--- src/rtl/imm_pkg.sv ---
`timescale 1ns / 1ps
// Shared types, constants and symbol helpers for the IUPAC motif masker.
// No dependencies; used by imm_cell, iupac_motif_masker and imm_checker.
package imm_pkg;

   localparam int MAX_MOTIF_LEN = 16;
   localparam int CELL_IDX_W    = $clog2(MAX_MOTIF_LEN);
   localparam int FILL_W        = CELL_IDX_W + 1;
   localparam int SYM_W         = 4;
   localparam int MOTIF_W       = MAX_MOTIF_LEN * SYM_W;
   localparam int LEN_W         = 5;
   localparam int CSR_IDX_W     = 2;
   localparam int CSR_DATA_W    = 64;

   // register indexes on the csr port
   localparam logic [CSR_IDX_W-1:0] CSR_MOTIF_SYMBOLS  = 2'd0;
   localparam logic [CSR_IDX_W-1:0] CSR_MOTIF_LENGTH   = 2'd1;
   localparam logic [CSR_IDX_W-1:0] CSR_REVCOMP_ENABLE = 2'd2;
   localparam logic [CSR_IDX_W-1:0] CSR_MASK_CODE      = 2'd3;

   // broadcast from the top level to every window cell
   typedef struct packed {
      logic                  emit;      // oldest entry leaves, row shifts down
      logic                  load;      // an item is written this cycle
      logic [CELL_IDX_W-1:0] pos;       // write position after the shift
      logic [CELL_IDX_W-1:0] start;     // oldest position under the compare
      logic                  match_en;  // window holds a full motif length
      logic [SYM_W-1:0]      sym;       // incoming symbol
   } imm_ctl_type;

   // swap A<->T and C<->G
   function automatic logic [SYM_W-1:0] complement(input logic [SYM_W-1:0] c);
      return {c[0], c[1], c[2], c[3]};
   endfunction

   // non-empty base set contained in the motif set
   function automatic logic sym_match(input logic [SYM_W-1:0] s,
                                      input logic [SYM_W-1:0] m);
      return (s != '0) && ((s & ~m) == '0);
   endfunction

endpackage

--- src/rtl/iupac_motif_masker.sv ---
`timescale 1ns / 1ps
// Top level of the IUPAC motif masker: control, config registers, cell row.
// Depends on imm_pkg and imm_cell.
//
//  channel | direction | ports                                         | handshake
//  req     | in        | req_symbol, req_last                          | req_valid/req_ready
//  rsp     | out       | rsp_out_symbol, rsp_masked, rsp_out_last,     | rsp_valid/rsp_ready
//          |           | rsp_any_masked                                |
//  csr     | in        | csr_index, csr_wdata                          | csr_wr_en, no wait
//
// Streaming takes one item per cycle unless rsp stalls: the window row compares all
// positions in the cycle an item is written, and the oldest entry shifts out in the
// same cycle. An item with last holds off req_ready while the row drains, one result
// per cycle unless rsp stalls, until the window (up to 16 entries) is empty. Surplus
// entries after a shortened motif leave one a cycle too, once the next item waits,
// before it is written. Results sit in one output register; reset is synchronous.
module iupac_motif_masker (
   input  logic                            clock,
   input  logic                            reset,
   input  logic                            req_valid,
   output logic                            req_ready,
   input  logic [imm_pkg::SYM_W-1:0]       req_symbol,
   input  logic                            req_last,
   output logic                            rsp_valid,
   input  logic                            rsp_ready,
   output logic [imm_pkg::SYM_W-1:0]       rsp_out_symbol,
   output logic                            rsp_masked,
   output logic                            rsp_out_last,
   output logic                            rsp_any_masked,
   input  logic                            csr_wr_en,
   input  logic [imm_pkg::CSR_IDX_W-1:0]   csr_index,
   input  logic [imm_pkg::CSR_DATA_W-1:0]  csr_wdata
);

   localparam int N = imm_pkg::MAX_MOTIF_LEN;

   logic [imm_pkg::MOTIF_W-1:0]  motif_ff, motif_in;
   logic [imm_pkg::LEN_W-1:0]    len_ff, len_in;
   logic                         rc_en_ff, rc_en_in;
   logic [imm_pkg::SYM_W-1:0]    mask_code_ff, mask_code_in;

   logic [imm_pkg::FILL_W-1:0]   fill_ff, fill_in;
   logic                         flush_ff, flush_in;
   logic                         armed_ff, armed_in;
   logic                         found_ff, found_in;

   logic                         rsp_valid_ff, rsp_valid_in;
   logic [imm_pkg::SYM_W-1:0]    out_symbol_ff, out_symbol_in;
   logic                         masked_ff, masked_in;
   logic                         out_last_ff, out_last_in;
   logic                         any_masked_ff, any_masked_in;

   logic [imm_pkg::LEN_W-1:0]    len_eff;
   logic                         out_free;
   logic                         emit;
   logic                         final_emit;
   logic [imm_pkg::FILL_W-1:0]   fill_e;
   logic [imm_pkg::FILL_W-1:0]   fill_n;
   logic                         accept;
   logic                         hit;
   imm_pkg::imm_ctl_type         ctl;

   logic [imm_pkg::SYM_W-1:0]    cur_sym  [N];
   logic                         cur_mask [N];
   logic [N-1:0]                 fwd_ok;
   logic [N-1:0]                 rc_ok;

   // config registers
   always_comb begin
      motif_in     = motif_ff;
      len_in       = len_ff;
      rc_en_in     = rc_en_ff;
      mask_code_in = mask_code_ff;
      if (csr_wr_en) begin
         case (csr_index)
            imm_pkg::CSR_MOTIF_SYMBOLS:  motif_in     = csr_wdata[imm_pkg::MOTIF_W-1:0];
            imm_pkg::CSR_MOTIF_LENGTH:   len_in       = csr_wdata[imm_pkg::LEN_W-1:0];
            imm_pkg::CSR_REVCOMP_ENABLE: rc_en_in     = csr_wdata[0];
            imm_pkg::CSR_MASK_CODE:      mask_code_in = csr_wdata[imm_pkg::SYM_W-1:0];
            default: ;
         endcase
      end
   end

   // control
   always_comb begin
      if (len_ff == '0) begin
         len_eff = imm_pkg::LEN_W'(1);
      end else if (len_ff > imm_pkg::LEN_W'(N)) begin
         len_eff = imm_pkg::LEN_W'(N);
      end else begin
         len_eff = len_ff;
      end

      out_free = !rsp_valid_ff || rsp_ready;
      // surplus after a shortened motif leaves only once the next item waits
      emit = out_free && (fill_ff != '0) &&
             (flush_ff || ((fill_ff >= len_eff) && (armed_ff || req_valid)));
      final_emit = emit && flush_ff && (fill_ff == imm_pkg::FILL_W'(1));
      fill_e     = fill_ff - imm_pkg::FILL_W'(emit);
      req_ready  = (fill_e < len_eff) && (!flush_ff || (fill_e == '0));
      accept     = req_valid && req_ready;
      fill_n     = fill_e + imm_pkg::FILL_W'(1);

      ctl.emit     = emit;
      ctl.load     = accept;
      ctl.pos      = fill_e[imm_pkg::CELL_IDX_W-1:0];
      ctl.start    = imm_pkg::CELL_IDX_W'(fill_n - len_eff);
      ctl.match_en = (fill_n >= len_eff);
      ctl.sym      = req_symbol;

      hit = accept && ctl.match_en && ((&fwd_ok) || (rc_en_ff && (&rc_ok)));

      fill_in  = accept ? fill_n : fill_e;
      flush_in = (accept && req_last) ? 1'b1 : (final_emit ? 1'b0 : flush_ff);
      armed_in = accept ? (!req_last && ctl.match_en) : (emit ? 1'b0 : armed_ff);
      found_in = (final_emit ? 1'b0 : found_ff) | hit;

      rsp_valid_in  = emit ? 1'b1 : (rsp_ready ? 1'b0 : rsp_valid_ff);
      out_symbol_in = out_symbol_ff;
      masked_in     = masked_ff;
      out_last_in   = out_last_ff;
      any_masked_in = any_masked_ff;
      if (emit) begin
         out_symbol_in = cur_mask[0] ? mask_code_ff : cur_sym[0];
         masked_in     = cur_mask[0];
         out_last_in   = final_emit;
         any_masked_in = final_emit && found_ff;
      end
   end

   // window row, cell 0 holds the oldest entry
   for (genvar i = 0; i < N; i++) begin : g_cell
      logic [imm_pkg::SYM_W-1:0] nxt_sym;
      logic                      nxt_mask;
      if (i == N - 1) begin : g_end
         assign nxt_sym  = '0;
         assign nxt_mask = 1'b0;
      end else begin : g_mid
         assign nxt_sym  = cur_sym[i+1];
         assign nxt_mask = cur_mask[i+1];
      end
      imm_cell u_cell (
         .clock     (clock),
         .cell_idx  (imm_pkg::CELL_IDX_W'(i)),
         .ctl       (ctl),
         .motif     (motif_ff),
         .hit       (hit),
         .next_sym  (nxt_sym),
         .next_mask (nxt_mask),
         .cur_sym   (cur_sym[i]),
         .cur_mask  (cur_mask[i]),
         .fwd_ok    (fwd_ok[i]),
         .rc_ok     (rc_ok[i])
      );
   end

   always_ff @(posedge clock) begin
      if (reset) begin
         motif_ff     <= '0;
         len_ff       <= imm_pkg::LEN_W'(1);
         rc_en_ff     <= 1'b0;
         mask_code_ff <= '0;
         fill_ff      <= '0;
         flush_ff     <= 1'b0;
         armed_ff     <= 1'b0;
         found_ff     <= 1'b0;
         rsp_valid_ff <= 1'b0;
      end else begin
         motif_ff     <= motif_in;
         len_ff       <= len_in;
         rc_en_ff     <= rc_en_in;
         mask_code_ff <= mask_code_in;
         fill_ff      <= fill_in;
         flush_ff     <= flush_in;
         armed_ff     <= armed_in;
         found_ff     <= found_in;
         rsp_valid_ff <= rsp_valid_in;
      end
   end

   always_ff @(posedge clock) begin
      out_symbol_ff <= out_symbol_in;
      masked_ff     <= masked_in;
      out_last_ff   <= out_last_in;
      any_masked_ff <= any_masked_in;
   end

   assign rsp_valid      = rsp_valid_ff;
   assign rsp_out_symbol = out_symbol_ff;
   assign rsp_masked     = masked_ff;
   assign rsp_out_last   = out_last_ff;
   assign rsp_any_masked = any_masked_ff;

endmodule

--- src/rtl/imm_cell.sv ---
`timescale 1ns / 1ps
// One window position: holds a symbol and its mask bit, shifts toward cell 0.
// Depends on imm_pkg.
module imm_cell (
   input  logic                            clock,
   input  logic [imm_pkg::CELL_IDX_W-1:0]  cell_idx,
   input  imm_pkg::imm_ctl_type            ctl,
   input  logic [imm_pkg::MOTIF_W-1:0]     motif,
   input  logic                            hit,
   input  logic [imm_pkg::SYM_W-1:0]       next_sym,
   input  logic                            next_mask,
   output logic [imm_pkg::SYM_W-1:0]       cur_sym,
   output logic                            cur_mask,
   output logic                            fwd_ok,
   output logic                            rc_ok
);

   logic [imm_pkg::SYM_W-1:0]      sym_ff, sym_in;
   logic                           mask_ff, mask_in;
   logic [imm_pkg::SYM_W-1:0]      view_sym;
   logic                           view_mask;
   logic                           here;
   logic                           in_range;
   logic [imm_pkg::CELL_IDX_W-1:0] fwd_j;
   logic [imm_pkg::CELL_IDX_W-1:0] rc_k;
   logic [imm_pkg::SYM_W-1:0]      fwd_m;
   logic [imm_pkg::SYM_W-1:0]      rc_m;

   always_comb begin
      view_sym  = ctl.emit ? next_sym  : sym_ff;
      view_mask = ctl.emit ? next_mask : mask_ff;
      here      = ctl.load && (cell_idx == ctl.pos);
      sym_in    = here ? ctl.sym : view_sym;
      in_range  = ctl.load && ctl.match_en && (cell_idx >= ctl.start) && (cell_idx <= ctl.pos);
      // motif position seen by this cell, forward and reverse complement
      fwd_j     = cell_idx - ctl.start;
      rc_k      = ctl.pos - cell_idx;
      fwd_m     = motif[{fwd_j, 2'b00} +: imm_pkg::SYM_W];
      rc_m      = imm_pkg::complement(motif[{rc_k, 2'b00} +: imm_pkg::SYM_W]);
      fwd_ok    = !in_range || imm_pkg::sym_match(sym_in, fwd_m);
      rc_ok     = !in_range || imm_pkg::sym_match(sym_in, rc_m);
      mask_in   = (here ? 1'b0 : view_mask) | (in_range & hit);
   end

   always_ff @(posedge clock) begin
      sym_ff  <= sym_in;
      mask_ff <= mask_in;
   end

   assign cur_sym  = sym_ff;
   assign cur_mask = mask_ff;

endmodule

--- config.mk ---
export PLATFORM = sky130hd
export DESIGN_NAME = iupac_motif_masker
export DESIGN_NICKNAME = d
export VERILOG_FILES = /design/src/rtl/imm_pkg.sv /design/src/rtl/iupac_motif_masker.sv /design/src/rtl/imm_cell.sv
export SDC_FILE = /design/constraint.sdc
export NUM_CORES = 1
export LEC_CHECK = 0
export ABC_AREA = 1
export BUFFER_PORTS_ARGS = -buffer_cell sky130_fd_sc_hd__buf_2
export CORE_ASPECT_RATIO = 1.2
export CORE_MARGIN = 5
export CORE_UTILIZATION = 45
export CTS_CLUSTER_DIAMETER = 40
export DETAILED_ROUTE_END_ITERATION = 6
export GPL_ROUTABILITY_DRIVEN = 0
export HOLD_SLACK_MARGIN = 0.03
export PLACE_DENSITY = 0.68
export SYNTH_ARGS = -nofsm -noshare
export SYNTH_HDL_FRONTEND = slang
export SYNTH_SLANG_ARGS = --single-unit
export TNS_END_PERCENT = 10
--- constraint.sdc ---
create_clock -name clock -period 11.4 [get_ports clock]
set_input_delay 2.85 -clock clock [delete_from_list [all_inputs] [get_ports clock]]
set_output_delay 2.85 -clock clock [all_outputs]
set_load 0.02 [all_outputs]
==> out/results.tsv <==
metric	value	unit
post_synth_instance_area	0.0156	mm2
postSynthRegisterBits	170	
cpLargestDelayFamily	simple AND/OR/NAND/NOR gates	
first_iter_violations	2563	
worstSetupStartpointType	primary input	
design.core.area	0.0342	mm2
tritoncts.num_buffers	17	
place.detailed.instances	3185	
required	11.78	ns
nets	2866	
first_global_vias	16800	
critPathMaxStageDelay	0.77	ns
postCtsResizedCells	0	
setup.worst_path.class	in2reg	
reg_clk_slew_reported_paths	0.08	ns
gr-usage-met2	0.486	
path_buf_inv	6	
run_status	complete, no violations	
tritoncts	done	
synth_largest_area_cell	sky130_fd_sc_hd__nand2_1	
synth-warning-count	0	
area_growth_from_synthesis_to_layout	7.02	%
synthArstFlopShare	0	
proportion_of_layout_cells_with_a_drive_suffix_above_1	0.0757	
drc	0	
floorplan.io_pins	85	
cts_num_sinks	170	
avgRoutedWirePerCell	20.2	um
setup_viol_count_final	0	
synth.avg_cell_area	5.64	um2
number_of_enable_type_register_cells_in_the_synthesized_netlist	7	
drtAntennaViolNets	0	
totalWireLength	65100	um
tns	0	ns
yosys.area.top_type_share	0.258	
cp_max_fo	42	
num_antenna_cells	0	
stdcell_count	3217	
maxCapViolCount	0	
layout.cells.most_common	sky130_fd_sc_hd__nand2_1	
min-delay-path-class	reg2reg	
synth.yosys.seq_area_share	0.222	
synthFlopType	sky130_fd_sc_hd__dfxtp_1	
antenna_found_initial	0	
timing.final.hold_violations	0	
gr-max-usage-layer	met2	
cts-htree-levels	4	
synth.area.top_cells	sky130_fd_sc_hd__nand2_1 (26%), sky130_fd_sc_hd__dfxtp_1 (21%), sky130_fd_sc_hd__o21ai_0 (16%)	
grt_pass1_wl	98000	um
met3_usage	0.0672	
route.vias.total	18800	
synthesis.nets	2890	
height_of_the_die	214	um
initial_core_util	0.458	
period_needed	9.92	ns
grt_start_max_net_pins	109	
place.detailed.hpwl	52300	um
fin_crit_sh	0.870	
gr-usage-all-layers	0.321	
fmaxAchievable	101	MHz
rrSetupSlack	2.65	ns
cpMostUsedCell	sky130_fd_sc_hd__nand2_1	
post_drt_via_cell_ratio	5.83	
ctsLongestPathBuffers	2	
timing.final.max_slew_violations	0	
io_buffer_count	84	
fin_skew	0.00982	ns
cts.root.buffer_cell	sky130_fd_sc_hd__clkbuf_16	
maxSlewHeadroom	0.221	
slew_worst_pin	1.16	ns
hold_ws	0.486	ns
grtUsageMet1	0.393	
hold_buffers	0	
category_of_the_worst_setup_path_capture_point	flip-flop	
drt_pass1_iterations	6	
grt_setup_unrepaired	no	
row_count	74	
crit_slowest_cell	sky130_fd_sc_hd__xor2_1	
mostFrequentLayoutCells	sky130_fd_sc_hd__nand2_1 (1,074), sky130_fd_sc_hd__o21ai_0 (496), sky130_fd_sc_hd__inv_1 (215)	
syn_inst	2772	
worst_skew_pair.late_latency	0.46	ns
synth_cell_types	48	
dieArea	0.0386	mm2
cts_setup_buffers	0	
die-width	180	um
timing.critical_path.arrival	10.30	ns
grt_overflow_total	0	
[state kept, by name, summed over array words and instances (netlist names)]
name and count:
motif_ff 64, rc_en_ff 1, rsp_out_symbol 4, found_ff 1, rsp_valid 1, rsp_any_masked 1, g_cell.u_cell.cur_mask 16, fill_ff 5
g_cell.u_cell.cur_sym 64, flush_ff 1, armed_ff 1, len_ff 5, rsp_out_last 1, mask_code_ff 4, rsp_masked 1
[worst reg2reg max path, delay by kind of cell, from the launching register on]
family	cells	cell delay [ns]
buffers and inverters	6	1.38
flip-flops	1	0.34
adder cells (fa/ha/maj)	5	2.08
AO/OA/AOI/OAI	4	0.94
AND/OR/NAND/NOR	21	3.17
XOR/XNOR	1	0.77
[worst paths after layout]
path / startpoint / cells after the start / to
setup / recovery: req_valid / 31 / found_ff
hold / removal: armed_ff / 2 / armed_ff
setup reg to reg: len_ff[3] / 37 / found_ff
hold reg to reg: armed_ff / 2 / armed_ff
[per-layer routing]
| metal | wire length [um] | part of all wire | vias up |
|---|---|---|---|
| met2 | 27100 | 0.42 | 1217 |
| met5 | 0 | 0 | - |
| met4 | 6730 | 0.10 | 0 |
| met1 | 24100 | 0.37 | 8265 |
| li1 | - | - | 8987 |
| met3 | 7170 | 0.11 | 287 |
[cell type report]
class | count | area [um2]
tap | 456 | 571
sequential | 170 | 3470
clock buffer | 17 | 425
inverter | 240 | 901
timing repair buffer | 98 | 526
clock inverter | 15 | 160
fill | 3626 | 17400
multi-input combinational | 2221 | 10700
[through the flow]
step	utilization	instance area, um2	worst slack (ns)
4_1_cts	0.490	16700	1.77
5_1_grt	0.490	16700	0.973
2_1_floorplan	-	15600	2.26
3_3_place_gp	0.473	16200	1.41
6_report	0.490	16700	1.48
3_5_place_dp	0.473	16200	1.31
[Yosys cell counts (4+ instances only)]
cell type and n:
sky130_fd_sc_hd__nand2_1 1075, sky130_fd_sc_hd__o21ai_0 496, sky130_fd_sc_hd__inv_1 216, sky130_fd_sc_hd__dfxtp_1 163, sky130_fd_sc_hd__nand3_1 136, sky130_fd_sc_hd__nor2_1 123
sky130_fd_sc_hd__a21oi_1 106, sky130_fd_sc_hd__clkbuf_1 80, sky130_fd_sc_hd__nand4_1 59, sky130_fd_sc_hd__buf_2 53, sky130_fd_sc_hd__ha_1 41, sky130_fd_sc_hd__mux2i_1 33
sky130_fd_sc_hd__o21ai_1 32, sky130_fd_sc_hd__and2_1 27, sky130_fd_sc_hd__inv_2 17, sky130_fd_sc_hd__or2_2 13, sky130_fd_sc_hd__nand4_4 10, sky130_fd_sc_hd__nand2_2 8
sky130_fd_sc_hd__clkinv_1 7, sky130_fd_sc_hd__edfxtp_1 7, sky130_fd_sc_hd__nand3_2 7, sky130_fd_sc_hd__o211ai_1 7, sky130_fd_sc_hd__xor2_1 7, sky130_fd_sc_hd__nand3b_1 5
sky130_fd_sc_hd__o21ai_2 5, sky130_fd_sc_hd__o21a_1 4
[kinds of logic (layout without fill, tap and decap cells)]
group | Yosys count | in the layout | share of synthesized area
compound gates | 659 | 659 | 0.216
flops | 170 | 170 | 0.222
xor+xnor | 11 | 11 | 0.00760
simple gates | 1476 | 1476 | 0.401
fa+ha+maj | 42 | 42 | 0.0341
mux | 33 | 33 | 0.0211
buf+inv | 381 | 370 | 0.0981
Power is not shown: default switching activity piles up to over one toggle a cycle in this logic, so the estimate is an artifact.
